--- config.mk ---
export PLATFORM = sky130hd
export DESIGN_NAME = frustum_sphere_cull_flat
export DESIGN_NICKNAME = d
export VERILOG_FILES = /design/src/hdl/fsc_pkg.sv /design/src/hdl/fsc_if.sv /design/src/hdl/frustum_sphere_cull.sv /design/src/hdl/fsc_plane_tab.sv /design/src/hdl/fsc_mac.sv /design/src/flat_wrapper.sv
export SDC_FILE = /design/constraint.sdc
export NUM_CORES = 2
export LEC_CHECK = 0
export BUFFER_PORTS_ARGS = -buffer_cell sky130_fd_sc_hd__buf_4
export CORE_ASPECT_RATIO = 1.5
export CORE_UTILIZATION = 60
export DETAILED_ROUTE_END_ITERATION = 12
export GPL_TIMING_DRIVEN = 0
export PLACE_DENSITY_LB_ADDON = 0.1
export SYNTH_ARGS = -nofsm -noshare
export SYNTH_HDL_FRONTEND = slang
export SYNTH_SLANG_ARGS = --single-unit
--- constraint.sdc ---
create_clock -name i_clk -period 10 [get_ports i_clk]
set_input_delay 0 -clock i_clk [delete_from_list [all_inputs] [get_ports i_clk]]
set_output_delay 0 -clock i_clk [all_outputs]
set_load 0.1 [all_outputs]
--- src/hdl/fsc_pkg.sv ---
package fsc_pkg;

    localparam int PLANE_COUNT = 6;
    localparam int PLANE_IDX_W = (PLANE_COUNT > 1) ? $clog2(PLANE_COUNT) : 1;

    localparam int NORM_W  = 18;
    localparam int COORD_W = 32;
    localparam int OFS_W   = 32;
    localparam int RAD_W   = 31;
    localparam int FRAC_W  = 16;
    localparam int PROD_W  = NORM_W + COORD_W;
    localparam int ACC_W   = 54;

    localparam logic OP_LOAD = 1'b0;
    localparam logic OP_TEST = 1'b1;

    typedef enum logic [1:0] {
        VERDICT_INSIDE    = 2'd0,
        VERDICT_INTERSECT = 2'd1,
        VERDICT_OUTSIDE   = 2'd2
    } t_verdict;

    typedef enum logic [2:0] {
        S_IDLE,
        S_MUL,
        S_ACC,
        S_CMP,
        S_DONE
    } t_state;

    typedef struct packed {
        logic [NORM_W-1:0] nx;
        logic [NORM_W-1:0] ny;
        logic [NORM_W-1:0] nz;
        logic [OFS_W-1:0]  ofs;
    } t_plane;

    typedef struct packed {
        logic mul_en;
        logic acc_init;
        logic acc_add;
    } t_mac_ctl;

endpackage

--- src/hdl/fsc_if.sv ---
interface fsc_in_if;
    logic        valid;
    logic        ready;
    logic        op;
    logic [2:0]  plane_index;
    logic signed [17:0] normal_x;
    logic signed [17:0] normal_y;
    logic signed [17:0] normal_z;
    logic signed [31:0] plane_offset;
    logic signed [31:0] center_x;
    logic signed [31:0] center_y;
    logic signed [31:0] center_z;
    logic [30:0] sphere_radius;

    modport source (
        output valid, op, plane_index, normal_x, normal_y, normal_z, plane_offset,
               center_x, center_y, center_z, sphere_radius,
        input  ready
    );
    modport sink (
        input  valid, op, plane_index, normal_x, normal_y, normal_z, plane_offset,
               center_x, center_y, center_z, sphere_radius,
        output ready
    );
endinterface

interface fsc_out_if;
    logic       valid;
    logic       ready;
    logic [1:0] verdict;

    modport source (output valid, verdict, input ready);
    modport sink   (input valid, verdict, output ready);
endinterface

--- src/hdl/frustum_sphere_cull.sv ---
// Channel  Dir  Payload                                            Accept
// i_in     in   op, plane_index, normal_x/y/z, plane_offset,       valid && ready
//               center_x/y/z, sphere_radius
// o_out    out  verdict                                            valid && ready
//
// A load writes the plane table at the accepting edge.
// A test runs three multiply and three accumulate steps plus one compare per plane,
// all on one 18x32 multiplier.
// The input is not ready while a test runs; the verdict sits in an output register,
// and a new item is taken while it waits. A finished test stalls only if that
// register is still full. Reset clears every plane table entry to zero.
module frustum_sphere_cull (
    input  logic      i_clk,
    input  logic      i_rst_n,
    fsc_in_if.sink    i_in,
    fsc_out_if.source o_out
);

    fsc_pkg::t_state r_state, n_state;
    logic [fsc_pkg::PLANE_IDX_W-1:0] r_plane, n_plane;
    logic [1:0] r_term, n_term;
    logic r_outside, n_outside;
    logic r_touch, n_touch;
    logic r_out_valid, n_out_valid;
    fsc_pkg::t_verdict r_verdict, n_verdict;

    logic signed [fsc_pkg::COORD_W-1:0] r_cx, r_cy, r_cz;
    logic [fsc_pkg::RAD_W-1:0] r_rad;

    logic accept;
    logic load_we;
    logic [31:0] load_slot;
    logic out_free;
    fsc_pkg::t_plane wdata, rdata;
    fsc_pkg::t_mac_ctl mac_ctl;
    logic signed [fsc_pkg::NORM_W-1:0]  coef;
    logic signed [fsc_pkg::COORD_W-1:0] coord;
    logic signed [fsc_pkg::ACC_W-1:0]   acc_init, acc, rad_q, sum_neg;

    assign accept    = i_in.valid && i_in.ready;
    assign load_slot = 32'(i_in.plane_index);
    assign load_we   = accept && (i_in.op == fsc_pkg::OP_LOAD)
                       && (load_slot < 32'(fsc_pkg::PLANE_COUNT));
    assign wdata     = '{nx: i_in.normal_x, ny: i_in.normal_y, nz: i_in.normal_z,
                         ofs: i_in.plane_offset};

    fsc_plane_tab u_tab (
        .i_clk   (i_clk),
        .i_rst_n (i_rst_n),
        .i_we    (load_we),
        .i_waddr (load_slot[fsc_pkg::PLANE_IDX_W-1:0]),
        .i_wdata (wdata),
        .i_raddr (r_plane),
        .o_rdata (rdata)
    );

    always_comb begin
        case (r_term)
            2'd0:    begin coef = $signed(rdata.nx); coord = r_cx; end
            2'd1:    begin coef = $signed(rdata.ny); coord = r_cy; end
            default: begin coef = $signed(rdata.nz); coord = r_cz; end
        endcase
    end

    // offset aligned to the product scale (Q.16)
    assign acc_init = fsc_pkg::ACC_W'($signed({rdata.ofs, {fsc_pkg::FRAC_W{1'b0}}}));
    assign rad_q    = fsc_pkg::ACC_W'({r_rad, {fsc_pkg::FRAC_W{1'b0}}});
    assign sum_neg  = acc + rad_q;

    fsc_mac u_mac (
        .i_clk   (i_clk),
        .i_ctl   (mac_ctl),
        .i_coef  (coef),
        .i_coord (coord),
        .i_init  (acc_init),
        .o_acc   (acc)
    );

    assign out_free    = !r_out_valid || o_out.ready;
    assign i_in.ready  = (r_state == fsc_pkg::S_IDLE);
    assign o_out.valid = r_out_valid;
    assign o_out.verdict = r_verdict;

    always_ff @(posedge i_clk) begin
        if (!i_rst_n) begin
            r_state     <= fsc_pkg::S_IDLE;
            r_plane     <= '0;
            r_term      <= '0;
            r_outside   <= 1'b0;
            r_touch     <= 1'b0;
            r_out_valid <= 1'b0;
            r_verdict   <= fsc_pkg::VERDICT_INSIDE;
        end else begin
            r_state     <= n_state;
            r_plane     <= n_plane;
            r_term      <= n_term;
            r_outside   <= n_outside;
            r_touch     <= n_touch;
            r_out_valid <= n_out_valid;
            r_verdict   <= n_verdict;
        end
    end

    always_ff @(posedge i_clk) begin
        if (accept && (i_in.op == fsc_pkg::OP_TEST)) begin
            r_cx  <= i_in.center_x;
            r_cy  <= i_in.center_y;
            r_cz  <= i_in.center_z;
            r_rad <= i_in.sphere_radius;
        end
    end

    always_comb begin
        n_state     = r_state;
        n_plane     = r_plane;
        n_term      = r_term;
        n_outside   = r_outside;
        n_touch     = r_touch;
        n_out_valid = r_out_valid && !o_out.ready;
        n_verdict   = r_verdict;
        mac_ctl     = '0;
        case (r_state)
            fsc_pkg::S_IDLE: begin
                if (accept && (i_in.op == fsc_pkg::OP_TEST)) begin
                    n_state   = fsc_pkg::S_MUL;
                    n_plane   = '0;
                    n_term    = '0;
                    n_outside = 1'b0;
                    n_touch   = 1'b0;
                end
            end
            fsc_pkg::S_MUL: begin
                mac_ctl.mul_en   = 1'b1;
                mac_ctl.acc_init = (r_term == 2'd0);
                n_state          = fsc_pkg::S_ACC;
            end
            fsc_pkg::S_ACC: begin
                mac_ctl.acc_add = 1'b1;
                if (r_term == 2'd2) begin
                    n_state = fsc_pkg::S_CMP;
                end else begin
                    n_term  = r_term + 2'd1;
                    n_state = fsc_pkg::S_MUL;
                end
            end
            fsc_pkg::S_CMP: begin
                // dist < -r  <=>  dist + r < 0
                if (sum_neg < 0) begin
                    n_outside = 1'b1;
                end else if (acc < rad_q) begin
                    n_touch = 1'b1;
                end
                n_term = '0;
                if (r_plane == fsc_pkg::PLANE_IDX_W'(fsc_pkg::PLANE_COUNT - 1)) begin
                    n_state = fsc_pkg::S_DONE;
                end else begin
                    n_plane = r_plane + 1'b1;
                    n_state = fsc_pkg::S_MUL;
                end
            end
            fsc_pkg::S_DONE: begin
                if (out_free) begin
                    n_out_valid = 1'b1;
                    if (r_outside) begin
                        n_verdict = fsc_pkg::VERDICT_OUTSIDE;
                    end else if (r_touch) begin
                        n_verdict = fsc_pkg::VERDICT_INTERSECT;
                    end else begin
                        n_verdict = fsc_pkg::VERDICT_INSIDE;
                    end
                    n_state = fsc_pkg::S_IDLE;
                end
            end
            default: begin
                n_state = fsc_pkg::S_IDLE;
            end
        endcase
    end

endmodule

--- src/hdl/fsc_plane_tab.sv ---
module fsc_plane_tab (
    input  logic                              i_clk,
    input  logic                              i_rst_n,
    input  logic                              i_we,
    input  logic [fsc_pkg::PLANE_IDX_W-1:0]   i_waddr,
    input  fsc_pkg::t_plane                   i_wdata,
    input  logic [fsc_pkg::PLANE_IDX_W-1:0]   i_raddr,
    output fsc_pkg::t_plane                   o_rdata
);

    fsc_pkg::t_plane r_tab [fsc_pkg::PLANE_COUNT];

    always_ff @(posedge i_clk) begin
        if (!i_rst_n) begin
            for (int i = 0; i < fsc_pkg::PLANE_COUNT; i++) begin
                r_tab[i] <= '0;
            end
        end else if (i_we) begin
            r_tab[i_waddr] <= i_wdata;
        end
    end

    assign o_rdata = r_tab[i_raddr];

endmodule

--- src/hdl/fsc_mac.sv ---
module fsc_mac (
    input  logic                               i_clk,
    input  fsc_pkg::t_mac_ctl                  i_ctl,
    input  logic signed [fsc_pkg::NORM_W-1:0]  i_coef,
    input  logic signed [fsc_pkg::COORD_W-1:0] i_coord,
    input  logic signed [fsc_pkg::ACC_W-1:0]   i_init,
    output logic signed [fsc_pkg::ACC_W-1:0]   o_acc
);

    logic signed [fsc_pkg::PROD_W-1:0] r_prod;
    logic signed [fsc_pkg::ACC_W-1:0]  r_acc;

    always_ff @(posedge i_clk) begin
        if (i_ctl.mul_en) begin
            r_prod <= i_coef * i_coord;
        end
        if (i_ctl.acc_init) begin
            r_acc <= i_init;
        end else if (i_ctl.acc_add) begin
            r_acc <= r_acc + fsc_pkg::ACC_W'(r_prod);
        end
    end

    assign o_acc = r_acc;

endmodule

--- src/flat_wrapper.sv ---
// flat-port wrapper written by rule: the top's interface ports become plain ports
module frustum_sphere_cull_flat 
  (i_clk, i_rst_n, i_in_valid, i_in_op, i_in_plane_index, i_in_normal_x, i_in_normal_y, i_in_normal_z, i_in_plane_offset, i_in_center_x, i_in_center_y, i_in_center_z, i_in_sphere_radius, i_in_ready, o_out_valid, o_out_verdict, o_out_ready);
  fsc_in_if i_in_i ();
  fsc_out_if o_out_i ();
  input  logic i_clk;
  input  logic i_rst_n;
  input wire logic [$bits(i_in_i.valid)-1:0] i_in_valid;
  input wire logic [$bits(i_in_i.op)-1:0] i_in_op;
  input wire logic [$bits(i_in_i.plane_index)-1:0] i_in_plane_index;
  input wire logic [$bits(i_in_i.normal_x)-1:0] i_in_normal_x;
  input wire logic [$bits(i_in_i.normal_y)-1:0] i_in_normal_y;
  input wire logic [$bits(i_in_i.normal_z)-1:0] i_in_normal_z;
  input wire logic [$bits(i_in_i.plane_offset)-1:0] i_in_plane_offset;
  input wire logic [$bits(i_in_i.center_x)-1:0] i_in_center_x;
  input wire logic [$bits(i_in_i.center_y)-1:0] i_in_center_y;
  input wire logic [$bits(i_in_i.center_z)-1:0] i_in_center_z;
  input wire logic [$bits(i_in_i.sphere_radius)-1:0] i_in_sphere_radius;
  output wire logic [$bits(i_in_i.ready)-1:0] i_in_ready;
  output wire logic [$bits(o_out_i.valid)-1:0] o_out_valid;
  output wire logic [$bits(o_out_i.verdict)-1:0] o_out_verdict;
  input wire logic [$bits(o_out_i.ready)-1:0] o_out_ready;
  assign i_in_i.valid = i_in_valid;
  assign i_in_i.op = i_in_op;
  assign i_in_i.plane_index = i_in_plane_index;
  assign i_in_i.normal_x = i_in_normal_x;
  assign i_in_i.normal_y = i_in_normal_y;
  assign i_in_i.normal_z = i_in_normal_z;
  assign i_in_i.plane_offset = i_in_plane_offset;
  assign i_in_i.center_x = i_in_center_x;
  assign i_in_i.center_y = i_in_center_y;
  assign i_in_i.center_z = i_in_center_z;
  assign i_in_i.sphere_radius = i_in_sphere_radius;
  assign i_in_ready = i_in_i.ready;
  assign o_out_valid = o_out_i.valid;
  assign o_out_verdict = o_out_i.verdict;
  assign o_out_i.ready = o_out_ready;
  frustum_sphere_cull u_core (.i_clk(i_clk), .i_rst_n(i_rst_n), .i_in(i_in_i), .o_out(o_out_i));
endmodule
# ---- After elaboration in Yosys (flattened, before gate mapping)
# Memory sizes are Yosys's and may differ from the RTL's. A register that Yosys moved wholly into a read port is not among the register bits.
# Index checks and enable logic that the tools add are counted.
dict set report totals {
  in_bits 221
  mem_count 1
  out_inout_bits 4
  elab_cells 94
  reg_bits 244
  ram_bits 516
}
# memory depth word_bits rd rd_clocked_by_memory_dff write_ports line_no
set memory_table {}
lappend memory_table {u_core.u_tab.r_tab 6 86 1 1 6 fsc_plane_tab.sv:11} ;# fsc_pkg::t_plane r_tab [fsc_pkg::PLANE_COUNT];
dict set report op_classes {
  n_mul 1
  n_reduce_logical 20
  muxes 36
  order_cmp 3
  bitwise 1
  eq_ne 14
  n_addsub 4
}
# op n
set op_table {}
lappend op_table {{$mux 54} 2}
lappend op_table {{$mux 86} 1}
lappend op_table {{$reduce_or 86->1} 1}
lappend op_table {{$pmux 32 s2} 1}
lappend op_table {{$add 54x48->54} 1}
lappend op_table {{$add 54x50->54} 1}
lappend op_table {{$lt 54x1->1 const B} 1}
lappend op_table {{$lt 54x48->1} 1}
lappend op_table {{$mul 18x32->50} 1}
lappend op_table {{$pmux 18 s2} 1}
lappend op_table {{$mux 3} 8}
lappend op_table {{$pmux 3 s5} 1}
lappend op_table {{$mux 1} 13}
lappend op_table {{$mux 2} 5}
lappend op_table {{$reduce_and 3->1} 3}
lappend op_table {{$ne 2x2->1 const B} 4}
lappend op_table {{$eq 3x2->1 const B} 2}
lappend op_table {{$eq 3x3->1 const B} 2}
lappend op_table {{$ne 2x1->1 const B} 3}
lappend op_table {{$pmux 2 s3} 1}
lappend op_table {{$pmux 3 s2} 1}
lappend op_table {{$logic_and 1x1->1} 5}
lappend op_table {{$pmux 1 s2} 2}
lappend op_table {{$reduce_and 2->1} 2}
lappend op_table {{other kinds (14)} 16}

# ---- Longest topological paths before layout
dict set report depth {
  depth_word 9
  depth_mapped 32
  mapped_depth_nobuf 29
}

# ---- Cells and area by module
# From an unflattened synthesis, not the netlist that was laid out.
dict set report unflattened {
  hier_cells 5309
  hier_area_um2 63470.9
}
# module cells_each area_per_inst_um2 seq_area_each_um2 n_inst
set modules_own_cells {}
lappend modules_own_cells {fsc_plane_tab 1813 29947.5 20659.8 1}
lappend modules_own_cells {fsc_mac 2927 26685.6 3123.0 1}
lappend modules_own_cells {frustum_sphere_cull 569 6837.8 4073.9 1}

# ---- Worst setup path before layout
# Ideal clock, no wire load.
dict set report synth_timing {
  kind {reg2reg}
  from {register u_core.r_state[1]}
  to {memory u_core.u_tab.r_tab[4][0] (netlist name), enable pin}
  period_less_slack_ps 9950
  path_stages_with_launch 6
  required_time_ps 9341
  path_buffers 0
  arrival_ps 9291
  setup_time_ps 659
  path_slack_ps 50
  path_cell_list {dfxtp_1 nor3_1 nand2_1 nor2_1 nand2_1 o31ai_1}
}
# element line_no
set synth_rtl {}
lappend synth_rtl {{start, declared} frustum_sphere_cull.sv:19} ;# fsc_pkg::t_state r_state, n_state;
lappend synth_rtl {{start signal, assigned} frustum_sphere_cull.sv:86} ;# r_state <= fsc_pkg::S_IDLE;
lappend synth_rtl {{start signal, assigned} frustum_sphere_cull.sv:94} ;# r_state <= n_state;
lappend synth_rtl {{end, declared} fsc_plane_tab.sv:11}

# ---- Worst setup path in the final report
dict set report layout_timing {
  from {register u_core.r_term[1]}
  to {register u_core.u_mac.r_prod[49] (netlist name), data pin}
}
dict set report layout_via {
  elab_chain_cells 3
  word_cells_on_any_way 5
  cone_classes {mul (1); eq/ne (1); mux (2); reduce/logical (1)}
}
# element line_no
set layout_lines {}
lappend layout_lines {{start, declared} frustum_sphere_cull.sv:21} ;# logic [1:0] r_term, n_term;
lappend layout_lines {{start signal, assigned} frustum_sphere_cull.sv:96} ;# r_term <= n_term;
lappend layout_lines {{$eq 2x1->1 / $logic_not 2->1 (equally long branches)} frustum_sphere_cull.sv:58} ;# case (r_term)
lappend layout_lines {{$pmux 18 s2 / $pmux 32 s2 (equally long branches)} frustum_sphere_cull.sv:58}
lappend layout_lines {{$mul 18x32->50 (*)} fsc_mac.sv:15} ;# r_prod <= i_coef * i_coord;
lappend layout_lines {{end signal, assigned} fsc_mac.sv:15}
lappend layout_lines {{end, declared} fsc_mac.sv:10} ;# logic signed [fsc_pkg::PROD_W-1:0] r_prod;
# Mark *: on every way between the ends. The rest lies on a longest branch, timed or not.
# A chain may end at the register's enable or synchronous reset.

==> out/metrics.csv <==
stage;metric;value;unit
power;Sequential Power Share;26.4;%
run;Max-Cap Viols;0;
route;wire per inst;24.2;um
hold_path;worst hold path class;in -> reg;
synth;synthesized area;0.0611;mm^2
worst_setup_path;critical path's top delay family;adder cells;
synth;Post-synth top flop;edfxtp_1;
global_route;first-pass GRT wire length;259000;um
synth;Seq cells post-synth;935;
synth;Synth Area per Inst;12.0;um^2
timing;Final Cycle Share;97.6;%
clock_tree;clock edge transition at the registers on the reported setup and hold paths;90;ps
place;post-DP HPWL;131000;um
global_route;GRT overflow;0;
place;Port Buffer Count;223;
timing;Setup WS post-layout;238;ps
worst_setup_path;CP max stage cell;fa_1;
place;GP Congestion;1.01;
clock_tree;clock buffer depth;3;
route;Post-route DRC;0;
cells_and_area;# nets final;6885;
global_route;all-layer global routing usage;34.4;%
worst_setup_path;Worst R2R Setup Slack;240;ps
route;TritonRoute pass-1 iters;5;
worst_setup_path;Req. time, crit path;10460;ps
worst_setup_path;Critical Path AT;10220;ps
timing;Slew HR;5.52;%
synth;Post-Syn Instances;5105;
cells_and_area;Area Overhead vs Synth;16.5;%
synth;Netlist cell types;84;
worst_setup_path;Critical Path End Type;flip-flop;
synth;register area share after synthesis;45.4;%
clock_tree;CTS root buf;clkbuf_16;
timing;max frequency;0.102;GHz
clock_tree;clk sink count;935;
die;die area;0.103;mm^2
synth;Post-synth ARST share;0;%
timing;Fin. Hold Viols;0;
die;IO Count;225;
worst_setup_path;Startpoint Class;flip-flop;
worst_setup_path;CP Max Fanout;10;
clock_tree;CTS tree;yes;
outcome;status;completed;
clock_tree;clk_lat worst skew;690;ps
power;Max VDD drop;0.465;mV
timing;Slew Limit Fails;0;
worst_setup_path;Bufs and invs on worst path;8;
power;Clk pwr share;17.1;%
timing;Setup-failing EPs final;0;
power;P_int;11.2;mW
power;Sw Ratio;42.4;%
global_route;initial antenna violation count;6;
worst_setup_path;cell mode on critical path;fa_1;
cells_and_area;share of cells above drive strength 1;12.1;%
die;row count;143;
power;PD cells;273;mW/mm^2
timing;Worst-Margin Slew;1420;ps
die;Initial Util;60.4;%
timing;Final Critical Period;9760;ps
worst_setup_path;CP max stage delay;650;ps
timing;Worst Skew;48.2;ps
route;via/cell ratio;5.84;
synth;Syn. warnings;0;
die;chip height;393;um
global_route;pin count of the biggest net entering global routing;97;
route;Final ANT Viol Nets;0;
power;Logic pwr share;56.6;%
worst_setup_path;WS Path Type;reg -> reg;
power;P_leak;30.1;nW
timing;RSZ-0062 raised after global routing;false;
die;CORE AREA;0.101;mm^2
synth;Post-synth EDFFs;903;
die;Die Width;263;um
route;final wirelength;175000;um
clock_tree;H-tree Lvls;3;
route;Iter 0 DRT Violations;3776;
power;P_sw;8.26;mW
global_route;vias in the first global route;44500;
timing;setup TNS;0;ps
place;worst slack, placed;-462;ps
cells_and_area;Util after Layout;70.4;%
clock_tree;CTS Buf Count;88;
route;via count;42300;
==> path summary, 6_finish.rpt <==
path / depth (start not counted) / to / from
hold / removal: 2 / u_core.r_cz[12]$_DFFE_PP_ / i_in_center_z[12]
hold reg to reg: 2 / u_core.u_mac.o_acc[7]$_SDFFE_PP0P_ / u_core.u_mac.o_acc[7]$_SDFFE_PP0P_
setup / recovery: 29 / u_core.u_mac.r_prod[49]$_DFFE_PN_ / u_core.r_term[1]$_SDFFE_PN0P_
setup reg to reg: 29 / u_core.u_mac.r_prod[49]$_DFFE_PN_ / u_core.r_term[1]$_SDFFE_PN0P_
==> cells in the final DEF, fill, tap and decap left out, drive strengths merged, types with 14 or more instances in the layout <==
cell type,n
xnor2,62
nand3,21
a22o,31
a31oi,29
nand2,493
ha,239
clkbuf,239
conb,172
inv,829
fa,554
a21o,104
mux2,41
nor3,18
buf,347
mux4,172
o31ai,15
dfxtp,32
xor2,33
nand2b,25
o21ai,55
a21oi,156
dlygate4sd3,253
o21a,15
o22ai,32
mux2i,49
clkinv,39
nor2b,33
a211oi,14
edfxtp,903
nor2,744
nand4,21
==> registers in the layout, indices dropped and copies added, names as in the netlist, named ones only <==
name / flops
u_core.r_term: 2
u_core.r_outside: 1
u_core.o_out.verdict: 2
u_core.r_state: 3
u_core.u_mac.o_acc: 54
u_core.r_touch: 1
u_core.r_rad: 31
u_core.r_cz: 32
u_core.r_cx: 32
u_core.r_plane: 3
u_core.u_mac.r_prod: 50
u_core.r_cy: 32
u_core.u_tab.r_tab: 688
u_core.o_out.valid: 1
==> cell type report <==
cell class,instances,area [um^2]
antenna,4,10.0
buffer,232,1020
clock buffer,104,2270
clock inverter,54,542
fill,7185,29900
inverter,825,3100
multi-input combinational,3283,30100
sequential,935,27800
tap,1305,1630
timing repair buffer,506,4740
==> power groups by stage <==
stage	Combinational [mW]	Sequential [mW]	Clock (mW)
floorplan	7.47	5.16	0
global placement	10.7	5.25	0
detailed placement	10.9	5.21	0
CTS	11.0	5.13	3.34
global route	12.1	5.15	3.47
finish	11.0	5.13	3.32
==> metrics by stage <==
| step | hold WS [ps] | instance area [um^2] | instances | total power, mW |
|---|---|---|---|---|
| detailed placement | 179 | 65600 | 6827 | 16.1 |
| global placement | 178 | 65000 | 6804 | 16.0 |
| finish | 40.2 | 71100 | 7248 | 19.5 |
| floorplan | 98.9 | 61700 | 5276 | 12.6 |
| global route | 60.2 | 71100 | 7246 | 20.7 |
| CTS | 1.38 | 71000 | 7238 | 19.5 |
==> timing repair <==
item	CTS	global route
pin swaps	0	2
hold endpoints to repair	871	0
endpoints found under the setup margin	16	10
hold buffers	253	0
buffers inserted	0	7
gates resized for setup	15	39
==> cell families after synthesis <==
group / count (synthesis) / share of synthesized area (%)
fa+ha+maj: 793 / 23.0
xor+xnor: 95 / 1.36
mux: 262 / 7.90
compound gates: 543 / 6.13
buf+inv: 1058 / 6.66
simple gates: 1418 / 9.46
other cells: 1 / 0.00614
flops: 935 / 45.4
==> synthesized netlist by cell type (all sizes together), types with 41 or more instances <==
cell / instances / area [um^2]
inv: 824 / 3090
nand2: 493 / 1850
mux2i: 49 / 490
buf: 100 / 472
nor2: 744 / 2790
o21ai: 55 / 283
mux2: 41 / 462
a21o: 104 / 781
clkbuf: 133 / 499
a21oi: 156 / 796
xnor2: 62 / 543
mux4: 172 / 3870
ha: 239 / 2990
edfxtp: 903 / 27100
fa: 554 / 11100
==> worst register-to-register path: cells and delay by family (launching register included) <==
family | cells | cell delay (ps)
compound gates | 9 | 2080
fa+ha+maj | 8 | 3910
buf+inv | 8 | 2420
flops | 1 | 310
mux | 1 | 110
simple gates | 3 | 710
==> layer usage <==
metal  GRT usage [%]  part of all wire [%]  vias up
li1                -                     -    18500
met1            37.8                    33    21500
met2            61.2                    52     1810
met3            4.41                   6.5      570
met4            25.6                   8.3        0
met5               0                     0        -
No activity file was read; power rests on OpenSTA's default activity.
